`src/hw/rtl/b64se_pkg.sv`:
```
// Base64 stream encoder package: job type passed from front to back,
// queue sizing, alphabet constants and the sextet-to-ASCII function.
// No dependencies.
`default_nettype none

package b64se_pkg;

	localparam int QDEPTH = 2;
	localparam int QPTR_W = $clog2(QDEPTH);
	localparam int QCNT_W = $clog2(QDEPTH + 1);

	localparam logic [6:0] PAD_CHAR   = 7'h3D;
	localparam logic [6:0] CHAR_UPPER = 7'h41;
	localparam logic [6:0] CHAR_LOWER = 7'h61;
	localparam logic [6:0] CHAR_DIGIT = 7'h30;
	localparam logic [6:0] CHAR_PLUS  = 7'h2B;
	localparam logic [6:0] CHAR_SLASH = 7'h2F;

	// One accepted byte, expanded into up to four output characters.
	typedef struct packed {
		logic [3:0]      pad;
		logic [3:0][5:0] sx;
		logic [1:0]      last_idx;
		logic            fin;
	} job_t;

	function automatic logic [6:0] sextet_char(input logic [5:0] v);
		logic [6:0] c;
		logic [6:0] w;
		w = {1'b0, v};
		if (v < 6'd26) begin
			c = CHAR_UPPER + w;
		end else if (v < 6'd52) begin
			c = CHAR_LOWER + w - 7'd26;
		end else if (v < 6'd62) begin
			c = CHAR_DIGIT + w - 7'd52;
		end else if (v == 6'd62) begin
			c = CHAR_PLUS;
		end else begin
			c = CHAR_SLASH;
		end
		return c;
	endfunction

endpackage

`default_nettype wire

```
`src/hw/rtl/base64_stream_encoder_unit.sv`:
```
// Base64 stream encoder top level: front end, job queue, back end.
// Depends on b64se_pkg, b64se_front, b64se_queue, b64se_back.
//
// Encodes a byte stream to standard Base64 ASCII (A-Z a-z 0-9 + /, '='
// padding). Each accepted byte yields one or two characters, or two to
// four on a byte flagged final_byte, which also flushes the partial sextet
// and pads the group. run_end marks the last character of each byte and
// message_end the last character of the message. A byte is accepted
// whenever the two-entry job queue has room; characters leave one per
// cycle from the output register while out_ready is high and a job waits,
// so the output port sets the pace. A byte has 1 to 4 characters (about
// 1.33 on average), and input and output stall independently.
`default_nettype none

module base64_stream_encoder_unit import b64se_pkg::*; (
	input  wire logic       clk,
	input  wire logic       arst_n,
	input  wire logic       in_valid,
	output logic            in_ready,
	input  wire logic [7:0] data_byte,
	input  wire logic       final_byte,
	output logic            out_valid,
	input  wire logic       out_ready,
	output logic [6:0]      out_char,
	output logic            run_end,
	output logic            message_end
);

	logic push;
	job_t push_job;
	logic q_full;
	logic pop;
	logic head_valid;
	job_t head_job;

	b64se_front u_front (
		.clk        (clk),
		.arst_n     (arst_n),
		.in_valid   (in_valid),
		.in_ready   (in_ready),
		.data_byte  (data_byte),
		.final_byte (final_byte),
		.push       (push),
		.push_job   (push_job),
		.q_full     (q_full)
	);

	b64se_queue u_queue (
		.clk        (clk),
		.arst_n     (arst_n),
		.push       (push),
		.push_job   (push_job),
		.full       (q_full),
		.pop        (pop),
		.head_valid (head_valid),
		.head_job   (head_job)
	);

	b64se_back u_back (
		.clk         (clk),
		.arst_n      (arst_n),
		.head_valid  (head_valid),
		.head_job    (head_job),
		.pop         (pop),
		.out_valid   (out_valid),
		.out_ready   (out_ready),
		.out_char    (out_char),
		.run_end     (run_end),
		.message_end (message_end)
	);

endmodule

`default_nettype wire

```
`src/hw/rtl/b64se_front.sv`:
```
// Front end: accepts bytes, tracks group phase and carry bits, and builds
// one job per byte with its sextets and padding. Depends on b64se_pkg.
`default_nettype none

module b64se_front import b64se_pkg::*; (
	input  wire logic       clk,
	input  wire logic       arst_n,
	input  wire logic       in_valid,
	output logic            in_ready,
	input  wire logic [7:0] data_byte,
	input  wire logic       final_byte,
	output logic            push,
	output job_t            push_job,
	input  wire logic       q_full
);

	logic [1:0] phase_q;
	logic [3:0] carry_q;
	logic [1:0] nphase;
	logic [3:0] ncarry;
	job_t       job;

	assign in_ready = !q_full;
	assign push     = in_valid && in_ready;
	assign push_job = job;

	always_comb begin
		job      = '0;
		nphase   = 2'd1;
		ncarry   = {2'b00, data_byte[1:0]};
		case (phase_q)
			2'd1: begin
				job.sx[0] = {carry_q[1:0], data_byte[7:4]};
				nphase    = 2'd2;
				ncarry    = data_byte[3:0];
			end
			2'd2: begin
				job.sx[0]    = {carry_q, data_byte[7:6]};
				job.sx[1]    = data_byte[5:0];
				job.last_idx = 2'd1;
				nphase       = 2'd0;
				ncarry       = 4'd0;
			end
			default: begin
				job.sx[0] = data_byte[7:2];
			end
		endcase
		job.fin = final_byte;
		if (final_byte) begin
			if (nphase == 2'd1) begin
				job.sx[1]    = {ncarry[1:0], 4'd0};
				job.pad[2]   = 1'b1;
				job.pad[3]   = 1'b1;
				job.last_idx = 2'd3;
			end else if (nphase == 2'd2) begin
				job.sx[1]    = {ncarry, 2'd0};
				job.pad[2]   = 1'b1;
				job.last_idx = 2'd2;
			end
			nphase = 2'd0;
			ncarry = 4'd0;
		end
	end

	always_ff @(posedge clk or negedge arst_n) begin
		if (!arst_n) begin
			phase_q <= 2'd0;
			carry_q <= 4'd0;
		end else if (push) begin
			phase_q <= nphase;
			carry_q <= ncarry;
		end
	end

endmodule

`default_nettype wire

```
`src/hw/rtl/b64se_queue.sv`:
```
// Small job FIFO between front and back ends.
// Depends on b64se_pkg for job_t and depth constants.
`default_nettype none

module b64se_queue import b64se_pkg::*; (
	input  wire logic clk,
	input  wire logic arst_n,
	input  wire logic push,
	input  job_t      push_job,
	output logic      full,
	input  wire logic pop,
	output logic      head_valid,
	output job_t      head_job
);

	job_t              mem_q [QDEPTH];
	logic [QPTR_W-1:0] wr_ptr_q;
	logic [QPTR_W-1:0] rd_ptr_q;
	logic [QCNT_W-1:0] cnt_q;

	assign full       = (cnt_q == QCNT_W'(QDEPTH));
	assign head_valid = (cnt_q != '0);
	assign head_job   = mem_q[rd_ptr_q];

	always_ff @(posedge clk) begin
		if (push) begin
			mem_q[wr_ptr_q] <= push_job;
		end
	end

	always_ff @(posedge clk or negedge arst_n) begin
		if (!arst_n) begin
			wr_ptr_q <= '0;
			rd_ptr_q <= '0;
			cnt_q    <= '0;
		end else begin
			if (push) begin
				wr_ptr_q <= (wr_ptr_q == QPTR_W'(QDEPTH - 1)) ? '0 : wr_ptr_q + 1'b1;
			end
			if (pop) begin
				rd_ptr_q <= (rd_ptr_q == QPTR_W'(QDEPTH - 1)) ? '0 : rd_ptr_q + 1'b1;
			end
			if (push && !pop) begin
				cnt_q <= cnt_q + 1'b1;
			end else if (pop && !push) begin
				cnt_q <= cnt_q - 1'b1;
			end
		end
	end

endmodule

`default_nettype wire

```
`src/hw/rtl/b64se_back.sv`:
```
// Back end: walks the head job one character per cycle, while the output is not
// stalled, into the output register, marking the run and message ends. Depends on b64se_pkg.
`default_nettype none

module b64se_back import b64se_pkg::*; (
	input  wire logic clk,
	input  wire logic arst_n,
	input  wire logic head_valid,
	input  job_t      head_job,
	output logic      pop,
	output logic       out_valid,
	input  wire logic  out_ready,
	output logic [6:0] out_char,
	output logic       run_end,
	output logic       message_end
);

	logic [1:0] idx_q;
	logic       out_valid_q;
	logic [6:0] char_q;
	logic       run_end_q;
	logic       msg_end_q;
	logic       load;
	logic       at_last;

	assign load    = head_valid && (!out_valid_q || out_ready);
	assign at_last = (idx_q == head_job.last_idx);
	assign pop     = load && at_last;

	assign out_valid   = out_valid_q;
	assign out_char    = char_q;
	assign run_end     = run_end_q;
	assign message_end = msg_end_q;

	always_ff @(posedge clk or negedge arst_n) begin
		if (!arst_n) begin
			idx_q       <= 2'd0;
			out_valid_q <= 1'b0;
		end else begin
			if (load) begin
				idx_q       <= at_last ? 2'd0 : idx_q + 2'd1;
				out_valid_q <= 1'b1;
			end else if (out_ready) begin
				out_valid_q <= 1'b0;
			end
		end
	end

	always_ff @(posedge clk) begin
		if (load) begin
			char_q    <= head_job.pad[idx_q] ? PAD_CHAR : sextet_char(head_job.sx[idx_q]);
			run_end_q <= at_last;
			msg_end_q <= at_last && head_job.fin;
		end
	end

endmodule

`default_nettype wire

```
`config.mk`:
```
export PLATFORM = sky130hd
export DESIGN_NAME = base64_stream_encoder_unit
export DESIGN_NICKNAME = d
export VERILOG_FILES = /design/src/hw/rtl/b64se_pkg.sv /design/src/hw/rtl/base64_stream_encoder_unit.sv /design/src/hw/rtl/b64se_front.sv /design/src/hw/rtl/b64se_queue.sv /design/src/hw/rtl/b64se_back.sv
export SDC_FILE = /design/constraint.sdc
export NUM_CORES = 1
export LEC_CHECK = 0
export CORE_MARGIN = 1.5
export CORE_UTILIZATION = 40
export DETAILED_ROUTE_END_ITERATION = 10
export DONT_BUFFER_PORTS = 1
export MAX_ROUTING_LAYER = met4
export PLACE_DENSITY = 0.66
export SLEW_MARGIN = 20
export SYNTH_ARGS = -nofsm -noshare
export SYNTH_HDL_FRONTEND = slang
export SYNTH_SLANG_ARGS = --single-unit
```
`constraint.sdc`:
```
create_clock -name clk -period 2.53 [get_ports clk]
set_clock_uncertainty 0.1 [all_clocks]
set_input_delay 0 -clock clk [delete_from_list [all_inputs] [get_ports clk]]
set_output_delay 0 -clock clk [all_outputs]
set_load 0.05 [all_outputs]
```
==> results of run 1 <==
routing by layer:
| metal | GRT usage, % | wire length [um] | vias to the layer above |
|---|---|---|---|
| met5 | - | 0 | - |
| met4 | 5.87 | 89 | 0 |
| met3 | 3.24 | 160 | 12 |
| met2 | 26.8 | 2660 | 33 |
| met1 | 20.2 | 2580 | 905 |
| li1 | - | - | 893 |
state kept, by name, indices dropped and copies added, names as in the netlist:
signal              flops
u_front.phase_q         2
u_back.out_valid        1
u_queue.rd_ptr_q        1
u_back.out_char         7
u_queue.mem_q          32
u_queue.cnt_q           2
u_back.message_end      1
u_queue.wr_ptr_q        1
u_back.run_end          1
u_front.carry_q         4
u_back.idx_q            2
worst max-delay path, cell delays in order (launching register included):
cell      delay (ns)
dfrtp_1         0.40
mux4_2          0.53
and2b_2         0.25
ha_4            0.16
and2b_1         0.18
a221oi_4        0.31
buf_4           0.17
o21ai_2         0.06
o31a_1          0.24
o21ai_1         0.07
through the flow:
step | setup TNS, ns | cells | utilization, %
2_1_floorplan | -0.596 | 220 | -
3_3_place_gp | 0 | 328 | 44.9
3_5_place_dp | -0.0536 | 328 | 44.9
4_1_cts | -0.0167 | 350 | 48.9
5_1_grt | -0.573 | 353 | 49.4
6_report | -0.0879 | 353 | 49.4
cell families after synthesis:
logic type | synth area share, %
buf+inv | 3.21
fa+ha+maj | 4.91
xor+xnor | 3.44
simple gates | 11.2
compound gates | 11.4
flops | 55.5
mux | 10.3
final cells by class:
cell class | instances | area (um2)
tap | 96 | 120
timing repair buffer | 38 | 318
multi-input combinational | 146 | 1210
sequential | 54 | 1560
fill | 600 | 3430
clock inverter | 3 | 47.5
inverter | 11 | 41.3
clock buffer | 5 | 68.8
cells in the final DEF, fill, tap and decap left out, types with 3 or more instances in the layout:
cell type and count:
edfxtp_1 41, buf_4 25, nand2_1 19, dlygate4sd3_1 13
dfrtp_1 13, inv_1 11, o21ai_0 11, mux2i_1 10
nor2_1 10, ha_1 10, xnor2_1 9, a22oi_1 9
nand2b_1 8, mux4_2 6, clkbuf_8 5, nor3_1 4
a22o_1 4, nor2b_1 3, and3_1 3, a21oi_1 3
worst min-delay path by stage:
stage,from,to,slack (ns),depth (start not counted)
2_1_floorplan,arst_n,u_back.idx_q[0],-0.40,0
3_3_place_gp,arst_n,u_queue.wr_ptr_q,-0.40,0
3_5_place_dp,arst_n,u_queue.wr_ptr_q,-0.40,0
4_1_cts,data_byte[7],u_queue.mem_q[0][6],0.02,2
5_1_grt,data_byte[6],u_queue.mem_q[1][3],0.07,2
6_report,data_byte[7],u_queue.mem_q[0][6],0.03,2
timing repair:
action / CTS / global route
pin swaps: 7 / 6
setup buffers: 1 / 3
hold endpoints to repair: 53 / 0
hold buffers: 13 / 0
endpoints found under the setup margin: 5 / 6
resized for setup: 4 / 3
==> key figures, run 1 <==
Global routing
  – First-pass GRT wire length: a little over 9000 um
  – Largest net degree at the start of global routing: 20
  – Vias in the first global route: approximately 1900
  – Initial antenna violation count: 0
  – Total grt overflow: 0
  – Total track usage: around 16%

Worst setup path
  – Crit Path Category: flip-flop to flip-flop
  – Worst setup path end: u_back.out_char[3]
  – R2R setup slack: -0.06 ns
  – Worst r2r dst: u_back.out_char[3]
  – CP Data Arrival Time: about 2.7 ns
  – CP Launch Type: flip-flop
  – RR Startpoint: u_queue.rd_ptr_q
  – Critical path origin: u_queue.rd_ptr_q
  – Critical Path Sink Type: flip-flop
  – CP max FO: 4
  – Register-to-Register Path Depth: 9
  – Req. time, crit path: between 2 and 3 ns

STA
  – Min cycle time layout: approximately 2.6 ns
  – Tcrit/Tclk final: 102%
  – Fmax: around 0.39 GHz
  – Worst hold margin: 0.0322 ns
  – Worst Tran Pin Value: 0.698 ns
  – Max-slew violations: 0
  – Slew HR: between 50% and 60%
  – Setup WS post-layout: -0.0604 ns
  – Final hold vios: 0
  – RSZ-0062 raised after global routing: true
  – Endpoints failing setup: 2

Drt
  – Drc violations: 0
  – DR vias: 1843
  – Remaining antenna violation count: 0
  – Iter 0 DRT Violations: 47
  – WL per Instance: ~16 um
  – Via/cell ratio: ~5.2
  – DRT Wirelength: 5490 um
  – Drt pass-1 iters: 4

Die
  – Row count: 30
  – Core ar.: about 6800 um2
  – Initial Util: about two fifths
  – Die Height: between 80 and 90 um
  – Die area: between 7000 and 8000 um2
  – Total I/O pin count: 24
  – Die Wd: 86.7 um

Yosys
  – Synth Flop Type: edfxtp_1
  – Post-synth EDFFs: 41
  – Post-synth ARST share: about a quarter
  – Yosys Warn Count: 0
  – Syn Inst Count: 220
  – Yosys top cell by area: edfxtp_1
  – Count of state elements after synthesis: 54
  – Mapped Nets: ~240
  – Synth cell types: between 40 and 50
  – Area contributors post-synth: edfxtp_1 (44%), dfrtp_1 (12%), ha_1 (4.9%)
  – Seq/Total Area, Yosys: a little under three fifths
  – Synth top area share: between 40% and 50%
  – Syn Std Cell Area: between 2000 and 3000 um2
  – Most frequent cell after synthesis: edfxtp_1
  – Synth cell count leaders: edfxtp_1 (41), nand2_1 (19), dfrtp_1 (13)
  – Syn_area_per_cell: approximately 13 um2

Clock tree
  – CTS sink cnt: 54
  – CTS tree: built
  – H-tree Lvls: 2
  – CTS clock-pin slew for the worst setup and hold paths: roughly 0.11 ns
  – Worst-skew pair later-pin latency: approximately 0.31 ns
  – Root Driver: clkbuf_8
  – Total CTS buffers: 5
  – CTS max path bufs: 2

Run status
  – Violated checks: setup timing
  – Status: finished with violations

Hold path
  – HP Class: input pin to flip-flop

Placement
  – Dpl hpwl: between 3000 and 4000 um
  – Area post-placement: 3050 um2
  – Post-Place Setup Slack: -0.0257 ns
  – RePlAce Congestion: 0.814
  – Number of port buffers: 0

Cells and area
  – Post-route design area: between 3000 and 4000 um2
  – Area Growth Syn to Fin: 19.8%
  – Final nets: 280
  – Layout cells sized above 1: 20.2%
  – N_diodes: 0

Job
  – Maxcap violations: 0
Power of run 1 is not shown: default switching activity piles up to over one toggle a cycle in this logic, so the estimate is an artifact.
==> run 2, diff against run 1 <==
- SYNTH_HIERARCHICAL: unset -> 1
==> run 2 against run 1 <==
The run still ends with setup timing left. Critical path depth is the same. Cell count up 42%. Register-to-register slack lost 0.24 ns. Sequential cell count increased by 30. Global-route usage down 1.3 points. First-iteration DRC count rose to 2.7 times the previous value. Utilization shrank 0.73 points. Largest cell class unchanged. Highest routed layer unchanged.
==> key figures, run 2 <==
Global routing
  – Initial antenna violation count: 0 (unchanged)
  – Total track usage: 15.1% (-1.3 points)
  – Largest net degree at the start of global routing: 32 (+60%)
  – Total grt overflow: 0 (unchanged)
  – Vias in the first global route: 2492 (+32%)
  – First-pass GRT wire length: 12700 um (+39%)

Yosys
  – Seq/Total Area, Yosys: 56.6% (+1.1 points)
  – Synth top area share: 49.1% (+5.2 points)
  – Post-synth EDFFs: 71 (+73%)
  – Yosys top cell by area: edfxtp_1
  – Syn_area_per_cell: 14.1 um2 (+11%)
  – Area contributors post-synth: edfxtp_1 (49%), mux2_4 (10%), dfrtp_1 (7.5%)
  – Count of state elements after synthesis: 84 (+56%)
  – Synth cell types: 54 (+26%)
  – Synth Flop Type: edfxtp_1
  – Syn Inst Count: 308 (+40%)
  – Post-synth ARST share: 15.5% (-8.6 points)
  – Most frequent cell after synthesis: edfxtp_1
  – Synth cell count leaders: edfxtp_1 (71), mux2_4 (29), nand2_1 (28), buf_4 (17), o21ai_1 (15)
  – Syn Std Cell Area: 4340 um2 (+55%)
  – Yosys Warn Count: 6 (+6)

Placement
  – RePlAce Congestion: 0.820 (+0.76%)
  – Dpl hpwl: 5330 um (+42%)
  – Post-Place Setup Slack: -0.290 ns (-0.265 ns)
  – Number of port buffers: 0 (unchanged)

Cells and area
  – Area Growth Syn to Fin: 16.8%
  – Fill count: 915 (+53%)
  – Layout cells sized above 1: 32.3% (+12 points)
  – Most common cell after layout, fill and taps aside: edfxtp_1
  – Finished Core Util: 48.7% (-0.73 points)
  – Final nets: 383 (+37%)
  – N_diodes: 0 (unchanged)
  – Max reg flops: 62 (+94%)
  – Storage cell area: 2460 um2 (+58%)
  – Top reg by flops: u_queue/mem_q
  – Multi-input gate area: 1670 um2 (+38%)
  – Most frequent cells in the layout: edfxtp_1 (71), buf_4 (36), mux2_4 (29)

Drt
  – DRT Wirelength: 7650 um (+39%)
  – Iter 0 DRT Violations: 129 (+170%)
  – Via/cell ratio: 4.88 (-6.5%)
  – Remaining antenna violation count: 0 (unchanged)
  – WL per Instance: 15.3 um (-1.9%)
  – Drt pass-1 iters: 4 (unchanged)
  – DR vias: 2446 (+33%)
  – Drc violations: 0 (unchanged)

Clock tree
  – Worst-skew pair later-pin latency: 0.35 ns (+0.04 ns)
  – Post-CTS setup buffers: 0 (-1)
  – CTS tree: built
  – CTS sink cnt: 84 (+56%)
  – CTS max path bufs: 2 (unchanged)
  – CTS clock-pin slew for the worst setup and hold paths: 0.09 ns (-0.02 ns)
  – Total CTS buffers: 9 (+4)
  – Root Driver: clkbuf_8
  – H-tree Lvls: 3 (+1)

STA
  – Setup WS post-layout: -0.299 ns (-0.238 ns)
  – Worst Tran Pin Value: 0.697 ns (-0.000950 ns)
  – Fmax: 0.354 GHz (-8.4%)
  – Tcrit/Tclk final: 112% (+9.4 points)
  – Min cycle time layout: 2.83 ns (+0.238 ns)
  – Final hold vios: 0 (unchanged)
  – Endpoints failing setup: 7 (+5)
  – RSZ-0062 raised after global routing: true
  – Slew HR: 53.4% (+0.063 points)
  – Max-slew violations: 0 (unchanged)

Die
  – Row count: 37 (+23%)
  – Total I/O pin count: 24 (unchanged)
  – Initial Util: 41.7% (+0.43 points)
  – Die Wd: 107 um (+24%)
  – Die area: 11500 um2 (+53%)
  – Die Height: 107 um (+24%)
  – Core ar.: 10400 um2 (+53%)

Worst setup path
  – CP Launch Type: flip-flop
  – Req. time, crit path: 2.52 ns (-0.08 ns)
  – CP max FO: 8 (+4)
  – Critical Path Sink Type: flip-flop
  – CP Data Arrival Time: 2.82 ns (+0.15 ns)
  – Crit Path Category: flip-flop to flip-flop

Job
  – Maxcap violations: 0 (unchanged)

Hold path
  – HP Class: input pin to async pin

Run status
  – Violated checks: setup timing
  – Status: finished with violations
run 2: changes by cell type in the layout (fill, tap and decap cells not counted), moves of 6 or more:
cell           previous run  this run
mux2i_1                  10         2
nand2_1                  19        27
mux2_4                    0        29
xnor2_1                   9         1
dlygate4sd3_1            13        19
buf_4                    25        36
conb_1                    0        14
o21ai_0                  11         4
and2_1                    1         7
edfxtp_1                 41        71
o21ai_1                   2        14
run 2: cell families after synthesis:
group                      Yosys count  synth area share (%)
other                                1                0.0863
muxes                               40                  14.4
AOI/OAI and AO/OA                   52                  8.35
buffers and inverters               45                  7.63
adders and majority gates           10                  2.88
DFF                                 84                  56.6
xor gates and xnor gates             7                  1.41
and+or+nand+nor                     69                  8.70
run 2: metal layers:
| layer | wire, um | up-vias | GRT usage, % |
|---|---|---|---|
| met2 | 3870 | 34 | 24.0 |
| met1 | 3510 | 1190 | 19.0 |
| li1 | - | 1214 | - |
| met3 | 181 | 8 | 3.53 |
| met4 | 94 | 0 | 5.05 |
| met5 | 0 | - | - |
run 2: final timing paths:
check	start	end	slack [ns]	cells after the start
max	u_queue/rd_ptr_q	u_back/out_char[3]	-0.30	9
min	arst_n	u_queue/wr_ptr_q	0.03	1
max reg2reg	u_queue/rd_ptr_q	u_back/out_char[3]	-0.30	9
min reg2reg	u_queue/cnt_q[1]	u_queue/cnt_q[1]	0.41	1
max in group asynchronous	arst_n	u_queue/rd_ptr_q	1.81	1
min in group clk	final_byte	u_queue/mem_q[0][11]	0.05	2
run 2: area by class of cell:
class / count / share of cell area [%]
multi-input cells: 192 / 32.8
flip-flops and latches: 84 / 48.4
repair buffers: 58 / 10.3
clock inverters: 7 / 1.58
inverters: 15 / 1.11
well taps: 136 / 3.35
clock buffers: 9 / 2.44
run 2: worst max-delay path, stage by stage (launching register included):
cell	delay [ns]
dfrtp_2	0.44
buf_12	0.15
mux2_4	0.29
mux4_2	0.56
ha_4	0.21
or2_4	0.24
o211ai_2	0.10
a21oi_2	0.10
a221oi_2	0.24
o221ai_1	0.14
run 2: what timing repair did:
item / in CTS / in global routing
hold buffers: 19 / 0
pin swaps: 1 / 0
endpoints found under the setup margin: 7 / 8
resized for setup: 1 / 3
endpoints found under the hold margin: 56 / 0
run 2: through the flow:
stage	cell area [um2]	std cells	setup TNS, ns	hold WS [ns]
2_1_floorplan	4430	321	-1.16	-0.396
3_3_place_gp	4660	466	-1.05	-0.395
3_5_place_dp	4660	466	-1.12	-0.395
4_1_cts	5060	501	-1.23	0.0184
5_1_grt	5070	501	-1.91	0.0411
6_report	5070	501	-1.21	0.0261
Power of run 2 is left out for the same reason.
